$ cat src/hdl/plfe_pkg.sv
package plfe_pkg;

    localparam int SIDE   = 5;
    localparam int CODE_W = 5;
    localparam int ROW_W  = SIDE * CODE_W;
    localparam int CELLS  = SIDE * SIDE;
    localparam int POS_W  = 3;
    localparam int IDX_W  = 3;

    typedef logic [CODE_W-1:0] t_code;
    typedef logic [ROW_W-1:0]  t_row;
    typedef logic [POS_W-1:0]  t_pos;
    typedef logic [CELLS-1:0]  t_match;
    typedef t_row [SIDE-1:0]   t_square;

    // Register indexes of the configuration port.
    localparam logic [IDX_W-1:0] REG_SQUARE_ROW_0 = 3'd0;
    localparam logic [IDX_W-1:0] REG_SQUARE_ROW_4 = 3'd4;

    // Key square P E S U N / I V R T Y / A B C D F / G H K L M / O Q W X Z.
    localparam t_square SQUARE_RESET = '{
        25'd26991118, 25'd12953830, 25'd5343264, 25'd25806504, 25'd14305423
    };

    typedef struct packed {
        t_code plain_first;
        t_code plain_second;
    } t_plain;

    typedef struct packed {
        t_code cipher_first;
        t_code cipher_second;
        logic  not_found;
    } t_cipher;

endpackage

$ cat src/hdl/plfe_match.sv
module plfe_match (
    input  plfe_pkg::t_square i_square,
    input  plfe_pkg::t_code   i_code,
    output plfe_pkg::t_match  o_match
);
    import plfe_pkg::*;

    // One equality compare per square entry; bit r*SIDE+c marks row r, column c.
    always_comb begin
        for (int r = 0; r < SIDE; r++) begin
            for (int c = 0; c < SIDE; c++) begin
                o_match[r*SIDE + c] = (i_square[r][c*CODE_W +: CODE_W] == i_code);
            end
        end
    end

endmodule

$ cat src/hdl/playfair_digraph_encrypt_unit.sv
// Playfair digraph encryption over a programmable 5x5 key square.
// Input channel: i_in_valid / o_in_ready carry one letter pair per beat.
// Output channel: o_out_valid / i_out_ready carry the cipher pair and a
// not_found flag per beat, in the order the pairs were accepted.
// Configuration: i_cfg_we writes i_cfg_data into square row i_cfg_index;
// indexes above four are ignored. Write only while the pipeline is empty.
// Throughput: one pair per cycle while the receiver does not stall, set by
// the five-stage pipeline (compare, row select, column select, rule, cell
// read), each stage one register deep.
// When the receiver stalls, the stalled output and every stage behind it
// holds; earlier empty stages keep filling, so o_in_ready drops only once
// all five stages hold a beat.
// Reset clears all stage valid bits and loads the default key square.
module playfair_digraph_encrypt_unit (
    input  logic                          i_clk,
    input  logic                          i_rst_n,
    input  logic                          i_in_valid,
    output logic                          o_in_ready,
    input  plfe_pkg::t_plain              i_in_data,
    output logic                          o_out_valid,
    input  logic                          i_out_ready,
    output plfe_pkg::t_cipher             o_out_data,
    input  logic                          i_cfg_we,
    input  logic [plfe_pkg::IDX_W-1:0]    i_cfg_index,
    input  logic [plfe_pkg::ROW_W-1:0]    i_cfg_data
);
    import plfe_pkg::*;

    typedef struct packed {
        t_match match_a;
        t_match match_b;
    } t_s1;

    typedef struct packed {
        logic  found_a;
        logic  found_b;
        t_pos  row_a;
        t_pos  row_b;
        logic [SIDE-1:0] seg_a;
        logic [SIDE-1:0] seg_b;
    } t_s2;

    typedef struct packed {
        logic found_a;
        logic found_b;
        t_pos row_a;
        t_pos col_a;
        t_pos row_b;
        t_pos col_b;
    } t_s3;

    typedef struct packed {
        logic not_found;
        t_pos row_x;
        t_pos col_x;
        t_pos row_y;
        t_pos col_y;
    } t_s4;

    function automatic t_pos wrap_inc(input t_pos p);
        return (p == t_pos'(SIDE - 1)) ? '0 : t_pos'(p + 1'b1);
    endfunction

    t_square r_square;
    logic    r_v1, r_v2, r_v3, r_v4, r_v5;
    logic    en1, en2, en3, en4, en5;
    t_s1     r_s1, n_s1;
    t_s2     r_s2, n_s2;
    t_s3     r_s3, n_s3;
    t_s4     r_s4, n_s4;
    t_cipher r_out, n_out;
    t_match  match_a, match_b;

    // A stage may load when it is empty or when its beat moves on this cycle.
    assign en5 = !r_v5 || i_out_ready;
    assign en4 = !r_v4 || en5;
    assign en3 = !r_v3 || en4;
    assign en2 = !r_v2 || en3;
    assign en1 = !r_v1 || en2;

    assign o_in_ready  = en1;
    assign o_out_valid = r_v5;
    assign o_out_data  = r_out;

    always_ff @(posedge i_clk) begin
        if (!i_rst_n) begin
            r_square <= SQUARE_RESET;
        end else if (i_cfg_we && i_cfg_index <= REG_SQUARE_ROW_4) begin
            r_square[i_cfg_index] <= i_cfg_data;
        end
    end

    plfe_match u_match_a (
        .i_square (r_square),
        .i_code   (i_in_data.plain_first),
        .o_match  (match_a)
    );

    plfe_match u_match_b (
        .i_square (r_square),
        .i_code   (i_in_data.plain_second),
        .o_match  (match_b)
    );

    assign n_s1.match_a = match_a;
    assign n_s1.match_b = match_b;

    // The last matching row wins, then the last matching column within it.
    always_comb begin
        n_s2         = '0;
        n_s2.found_a = |r_s1.match_a;
        n_s2.found_b = |r_s1.match_b;
        for (int r = 0; r < SIDE; r++) begin
            if (|r_s1.match_a[r*SIDE +: SIDE]) begin
                n_s2.row_a = t_pos'(r);
                n_s2.seg_a = r_s1.match_a[r*SIDE +: SIDE];
            end
            if (|r_s1.match_b[r*SIDE +: SIDE]) begin
                n_s2.row_b = t_pos'(r);
                n_s2.seg_b = r_s1.match_b[r*SIDE +: SIDE];
            end
        end
    end

    always_comb begin
        n_s3         = '0;
        n_s3.found_a = r_s2.found_a;
        n_s3.found_b = r_s2.found_b;
        n_s3.row_a   = r_s2.row_a;
        n_s3.row_b   = r_s2.row_b;
        for (int c = 0; c < SIDE; c++) begin
            if (r_s2.seg_a[c]) begin
                n_s3.col_a = t_pos'(c);
            end
            if (r_s2.seg_b[c]) begin
                n_s3.col_b = t_pos'(c);
            end
        end
    end

    always_comb begin
        n_s4           = '0;
        n_s4.not_found = !(r_s3.found_a && r_s3.found_b);
        if (r_s3.row_a == r_s3.row_b) begin
            n_s4.row_x = r_s3.row_a;
            n_s4.col_x = wrap_inc(r_s3.col_a);
            n_s4.row_y = r_s3.row_b;
            n_s4.col_y = wrap_inc(r_s3.col_b);
        end else if (r_s3.col_a == r_s3.col_b) begin
            n_s4.row_x = wrap_inc(r_s3.row_a);
            n_s4.col_x = r_s3.col_a;
            n_s4.row_y = wrap_inc(r_s3.row_b);
            n_s4.col_y = r_s3.col_b;
        end else begin
            n_s4.row_x = r_s3.row_a;
            n_s4.col_x = r_s3.col_b;
            n_s4.row_y = r_s3.row_b;
            n_s4.col_y = r_s3.col_a;
        end
    end

    always_comb begin
        n_out = '0;
        n_out.not_found = r_s4.not_found;
        if (!r_s4.not_found) begin
            n_out.cipher_first  = r_square[r_s4.row_x][r_s4.col_x*CODE_W +: CODE_W];
            n_out.cipher_second = r_square[r_s4.row_y][r_s4.col_y*CODE_W +: CODE_W];
        end
    end

    always_ff @(posedge i_clk) begin
        if (!i_rst_n) begin
            r_v1 <= 1'b0;
            r_v2 <= 1'b0;
            r_v3 <= 1'b0;
            r_v4 <= 1'b0;
            r_v5 <= 1'b0;
        end else begin
            if (en1) r_v1 <= i_in_valid;
            if (en2) r_v2 <= r_v1;
            if (en3) r_v3 <= r_v2;
            if (en4) r_v4 <= r_v3;
            if (en5) r_v5 <= r_v4;
        end
    end

    always_ff @(posedge i_clk) begin
        if (en1) r_s1  <= n_s1;
        if (en2) r_s2  <= n_s2;
        if (en3) r_s3  <= n_s3;
        if (en4) r_s4  <= n_s4;
        if (en5) r_out <= n_out;
    end

    a_nf_zero: assert property (@(posedge i_clk) disable iff (!i_rst_n)
        o_out_valid && o_out_data.not_found |->
            o_out_data.cipher_first == '0 && o_out_data.cipher_second == '0)
        else $error("not_found beat carries nonzero cipher letters");

    a_empty_ready: assert property (@(posedge i_clk) disable iff (!i_rst_n)
        !r_v1 |-> o_in_ready)
        else $error("input refused while first stage is empty");

    a_s4_hold: assert property (@(posedge i_clk) disable iff (!i_rst_n)
        r_v4 && !en4 |=> r_v4 && $stable(r_s4))
        else $error("rule stage lost or changed a stalled beat");

    a_pos_range: assert property (@(posedge i_clk) disable iff (!i_rst_n)
        r_v3 && r_s3.found_a && r_s3.found_b |->
            r_s3.row_a < t_pos'(SIDE) && r_s3.col_a < t_pos'(SIDE) &&
            r_s3.row_b < t_pos'(SIDE) && r_s3.col_b < t_pos'(SIDE))
        else $error("located position outside the square");

    a_out_advance: assert property (@(posedge i_clk) disable iff (!i_rst_n)
        r_v4 && o_out_valid && i_out_ready |=> o_out_valid)
        else $error("beat dropped between rule stage and output");

endmodule
$ cat config.mk
export PLATFORM = sky130hd
export DESIGN_NAME = playfair_digraph_encrypt_unit
export DESIGN_NICKNAME = d
export VERILOG_FILES = /design/src/hdl/plfe_pkg.sv /design/src/hdl/plfe_match.sv /design/src/hdl/playfair_digraph_encrypt_unit.sv
export SDC_FILE = /design/constraint.sdc
export NUM_CORES = 1
export LEC_CHECK = 0
export BUFFER_PORTS_ARGS = -buffer_cell sky130_fd_sc_hd__buf_2
export CORE_MARGIN = 4
export CORE_UTILIZATION = 35
export CTS_CLUSTER_DIAMETER = 30
export DETAILED_ROUTE_END_ITERATION = 7
export SYNTH_ARGS = -nofsm -noshare
export SYNTH_HDL_FRONTEND = slang
export SYNTH_SLANG_ARGS = --single-unit
$ cat constraint.sdc
create_clock -name i_clk -period 3.3 [get_ports i_clk]
set_input_delay 0 -clock i_clk [delete_from_list [all_inputs] [get_ports i_clk]]
set_output_delay 0 -clock i_clk [all_outputs]
set_load 0.01 [all_outputs]
# After elaboration in Yosys (flattened, before gate mapping)
# Cells that the tools add are included.
# word_totals
output_inout_bits	13
regBits	236
mem_count	0
latchBits	0
ram_bits	0
mem_bits_ro	0
wordCells	162
# classes
reduce_logical	26
multipliers	2
div_mod_pow	0
n_bitwise	0
addsub	4
shifts	2
order_cmp	5
n_eq_ne	56
muxes	35
# ops
cell	n
$eq 5x5->1	50
$bmux 25 s3	2
$bwmux 125	1
$demux 25 s3	1
$mux 25	3
$mux 5	10
$reduce_or 25->1	2
$reduce_or 5->1	10
$shiftx 25x7->5	2
$mux 3	12
$mux 12	2
$add 3x1->3 const B	4
$eq 3x3->1 const B	4
$lt 3x4->1 const B	3
$mul 3x3->6 const B	2
$eq 3x3->1	2
$logic_not 1->1	6
$logic_or 1x1->1	5
$mux 1	4
$ge 3x1->1 const B	1
$le 3x3->1 const B	1
$logic_and 1x1->1	3

# Longest topological paths before layout
# depth
word_depth	6
mapped_depth	7
depth_no_buf	5

# By module
# From an unflattened synthesis, not the netlist that was laid out.
# unflattened
hier_cells	1427
hier_area_um2	14242.4
# modules_own_cells
mod	cells_each	n_inst	seq_area_each_um2	area_per_inst_um2
playfair_digraph_encrypt_unit	1047	1	5725.5	10974.3
plfe_match	190	2	0.0	1634.1

# Worst setup path before layout
# Ideal clock, no wire load.
# synth_timing
path_type	register to register
start	register r_v5 (netlist: o_out_valid)
end	register r_s1[0] (netlist name), enable pin
arrival_ps	2105
synth_period_minus_slack_ps	2863
n_path_buf	0
t_required_ps	2542
stages_incl_launch_ff	4
setup_slack_ps	437
cell_sequence	dfxtp_1 > nor2b_1 > and3_1 > nand3_1
# synth_between
elab_chain_cells	6
# synth_rtl
element	line_no	rtl
start, declared	playfair_digraph_encrypt_unit.sv:65	logic r_v1, r_v2, r_v3, r_v4, r_v5;
start signal, assigned	playfair_digraph_encrypt_unit.sv:183	if (en5) r_v5 <= r_v4;
$logic_not 1->1	playfair_digraph_encrypt_unit.sv:75	assign en5 = !r_v5 || i_out_ready;
$logic_or 1x1->1	playfair_digraph_encrypt_unit.sv:75	
$logic_or 1x1->1	playfair_digraph_encrypt_unit.sv:76	assign en4 = !r_v4 || en5;
$logic_or 1x1->1	playfair_digraph_encrypt_unit.sv:77	assign en3 = !r_v3 || en4;
$logic_or 1x1->1	playfair_digraph_encrypt_unit.sv:78	assign en2 = !r_v2 || en3;
$logic_or 1x1->1	playfair_digraph_encrypt_unit.sv:79	assign en1 = !r_v1 || en2;
via o_in_ready	playfair_digraph_encrypt_unit.sv:18	output logic o_in_ready,
end signal, assigned	playfair_digraph_encrypt_unit.sv:188	if (en1) r_s1 <= n_s1;
end, declared	playfair_digraph_encrypt_unit.sv:67	t_s1 r_s1, n_s1;
# The timed path passes the listed nets, and every way through them passes these cells.
# A chain may end at the register's enable or synchronous reset.

# Worst setup path in the final report
# layout_timing
start	register r_s4[6] (netlist name)
end	register r_out, in the netlist o_out_data[7] (data pin)
# layout_between
elab_chain_cells	2
# layout_rtl
element	line_no	rtl
start, declared	playfair_digraph_encrypt_unit.sv:70	t_s4 r_s4, n_s4;
start signal, assigned	playfair_digraph_encrypt_unit.sv:191	if (en4) r_s4 <= n_s4;
$mul 3x3->6	playfair_digraph_encrypt_unit.sv:166	n_out.cipher_first = r_square[r_s4.row_x][r_s4.col_x*CODE_W +: CODE_W];
$shiftx 25x7->5	playfair_digraph_encrypt_unit.sv:166	
end signal, assigned	playfair_digraph_encrypt_unit.sv:192	if (en5) r_out <= n_out;
end, declared	playfair_digraph_encrypt_unit.sv:71	t_cipher r_out, n_out;
# Every way passes these cells.

==> impl_metrics.yaml <==
power:
  irDropWorstVdd_mv: 0.3856
  powerDensity_nw_per_um2: 666.3
  power_uw: 10930
  leakage_uw: 0.006228
synth:
  async_flop_share_pct: 0
  syn_avg_cell_area_sq_um: 9.736
  synth_seq_area_share_pct: 41.15
  syn_area_sq_um: 13910
  netlist.area_leader.share_pct: 22.45
  yosysTopAreaCell: "edfxtp_1"
  yosysUniqueCellTypes: 57
  synthFlopType: "dfxtp_1"
  syn-num-nets: 1480
  ys_ff_latch: 234
  synth.area.top_cells: "edfxtp_1 22%, dfxtp_1 19%, xnor2_1 9.6%"
  synth_cells: 1429
  synth.yosys.warnings: 0
  synth_edf_count: 104
worst_setup_path:
  crit_buf_inv: 0
  startpoint_type: "register"
  critPathTopFamily: "flip-flops"
  critPathArrivalTime_ns: 2.85
  critPathMaxFanout: 21
  required_ns: 3.56
  crit_chain: "mux4_1, a221oi_1, a311o_1, a311oi_1"
  max_stage_delay_ns: 0.93
  cp_slowest_cell: "edfxtp_1"
  critPathKind: "register to register"
  cp-end-kind: "register"
clock_tree:
  clk_pin_slew_ns: 0.05
  cts_tree: "done"
  htreeDepth: 2
  clock-sinks: 234
  cts_buffer_depth: 3
  worstSkewPairLatency_ns: 0.55
  numCtsBuffers: 48
  root_buffer: "clkbuf_16"
grt:
  overflow: 0
  grt_first_pass_wirelength_um: 71840
  grt_usage_pct: 21.79
  grt_max_degree: 112
  grt_pass1_vias: 10996
  antenna_found_initial: 4
floorplanning:
  die_w_um: 207.4
  core_sq_um: 39010
  initial_core_util_pct: 35.67
  dieArea_sq_um: 43010
  rows: 72
  pin_count: 56
  die_h_um: 207.4
detailed_routing:
  routed_wl_um: 48350
  vias: 11394
  dr.pass1.iters: 5
  drtIter0Drc: 1338
  wire_per_inst_um: 23.69
  drc_errors: 0
  avgViaCountPerCell: 5.583
  final_antenna_net_count: 0
sta:
  finalHoldViolCount: 0
  fin_crit_sh_pct: 78.30
  slew_headroom_pct: 18.72
  fmax_mhz: 387.0
  fin_crit_ns: 2.584
  fin_worst_skew_ns: 0.02189
  fin_tns_setup_ns: 0
  holdWs_ns: 0.09140
  finalSetupViolCount: 0
  rsz0062_at_grt: "false"
  slew_violations: 0
  worst_pin_slew_ns: 1.216
outcome:
  outcome: "finished, final reports clean"
finish:
  fillers: 3721
  syn2layout_area_growth_pct: 17.90
  drive_gt1_share_pct: 12.28
  fin_nets: 1540
  n_antenna_cell: 0
  utilization_pct: 42.05
job:
  drv_cap: 0
placed_design:
  finalWeightedCongestion: 1.008
  dp_hpwl_um: 35470
  io_buffers: 55
min_path:
  hold_class: "input pin to register"
## area by class of cell
type	instances	area (sq um)	area share (%)
Clock buffer	60	1297	7.909
Clock inverter	24	292.8	1.785
Inverter	25	93.84	0.5720
Multi-Input combinational cell	1073	7611	46.40
Sequential cell	234	5725	34.90
Tap cell	518	648.1	3.951
Timing Repair Buffer	107	735.7	4.485
## layer usage
metal / global-route usage [%] / wire length [um]
met4: 5.905 / 1280
met2: 33.68 / 21520
met3: 4.791 / 4297
met1: 31.00 / 21210
met5: 0 / 44
## path summary, 6_finish.rpt
kind / start / endpoint / slack [ns] / depth (start not counted)
setup / recovery: r_s4[6]$_DFFE_PP_ / o_out_data[7]$_SDFFCE_PP0P_ / 0.72 / 4
hold / removal: i_rst_n / r_square[112]$_SDFFE_PN1P_ / 0.09 / 2
setup reg to reg: r_s4[6]$_DFFE_PP_ / o_out_data[7]$_SDFFCE_PP0P_ / 0.72 / 4
hold reg to reg: n_s3[3]$_SDFFCE_PP0P_ / r_s3[3]$_DFFE_PP_ / 0.41 / 0
## worst reg2reg max path: stages (launching register included)
cell,delay [ns]
edfxtp_1,0.93
mux4_1,0.66
a221oi_1,0.39
a311o_1,0.22
a311oi_1,0.10
## placed cells by master, fill, tap and decap left out, types with 5 or more instances in the layout
cell type | netlist | final
a311oi_1 | 10 | 10
clkbuf_16 | 0 | 49
clkinv_2 | 0 | 7
and3_1 | 5 | 5
mux2i_1 | 45 | 45
o2bb2ai_1 | 10 | 10
o22a_1 | 8 | 8
nor2_1 | 21 | 21
nand3_1 | 112 | 111
ha_1 | 8 | 8
dlygate4sd3_1 | 0 | 27
nand2b_1 | 6 | 6
a21oi_1 | 31 | 31
or4_1 | 7 | 7
o21ai_0 | 8 | 8
buf_4 | 2 | 26
a22oi_1 | 12 | 12
clkinvlp_4 | 0 | 5
xnor2_1 | 153 | 153
dfxtp_1 | 130 | 130
a221oi_1 | 13 | 13
mux4_2 | 8 | 8
mux2_2 | 15 | 15
buf_2 | 23 | 54
a211oi_1 | 10 | 10
or3_1 | 9 | 9
nor2b_1 | 9 | 9
a311o_1 | 8 | 8
bufinv_16 | 0 | 6
inv_1 | 25 | 25
mux4_1 | 24 | 24
edfxtp_1 | 104 | 104
a21boi_0 | 71 | 71
nor3_1 | 66 | 66
nand2_1 | 263 | 263
clkbuf_1 | 57 | 8
xor2_1 | 103 | 103
## flip-flops by register name, indices dropped and copies added, names as in the netlist, 8 cells and up
register	cells
n_s3	8
r_s2	8
r_s3	14
o_out_data	11
r_s1	50
r_square	125
r_s4	12
## report_power, final
part / total, uW / leakage [uW] / switching [uW] / internal (uW)
Sequential: 3790 / 0.00230 / 460 / 3330
Clock: 4730 / 0.000769 / 1510 / 3220
Combinational: 2410 / 0.00316 / 1280 / 1130
## cells in the mapped netlist (all sizes together) (15+ instances only)
cell type,n
edfxtp,104
xnor2,153
mux2,15
inv,25
nor2,24
a21oi,31
clkbuf,59
nand2,263
xor2,103
mux4,32
nor3,66
a21boi,71
mux2i,45
nand3,112
dfxtp,130
buf,38
## metrics by stage
stage / worst slack (ns) / instances / instance area (sq um)
floorplan: 0.4370 / 1429 / 13910
global placement: 0.8189 / 1930 / 14540
detailed placement: 0.7567 / 1930 / 14540
CTS: 0.7368 / 2041 / 16400
global route: 0.5953 / 2041 / 16400
finish: 0.7160 / 2041 / 16400
## kinds of logic (layout without fill, tap and decap cells)
| group | Yosys count | in the layout | share of synthesized area [%] |
|---|---|---|---|
| flops | 234 | 234 | 41.15 |
| compound gates | 203 | 203 | 10.87 |
| buf+inv | 122 | 216 | 4.182 |
| xor+xnor | 256 | 256 | 16.12 |
| fa+ha+maj | 8 | 8 | 0.7195 |
| simple gates | 514 | 514 | 16.68 |
| mux | 92 | 92 | 10.28 |
## what timing repair did
action | 4_1_cts | 5_1_grt
resized for setup | 0 | 0
hold endpoints to repair | 128 | 0
hold buffers | 27 | 0
buffers inserted | 0 | 0
(Power assumes the default switching activity.)
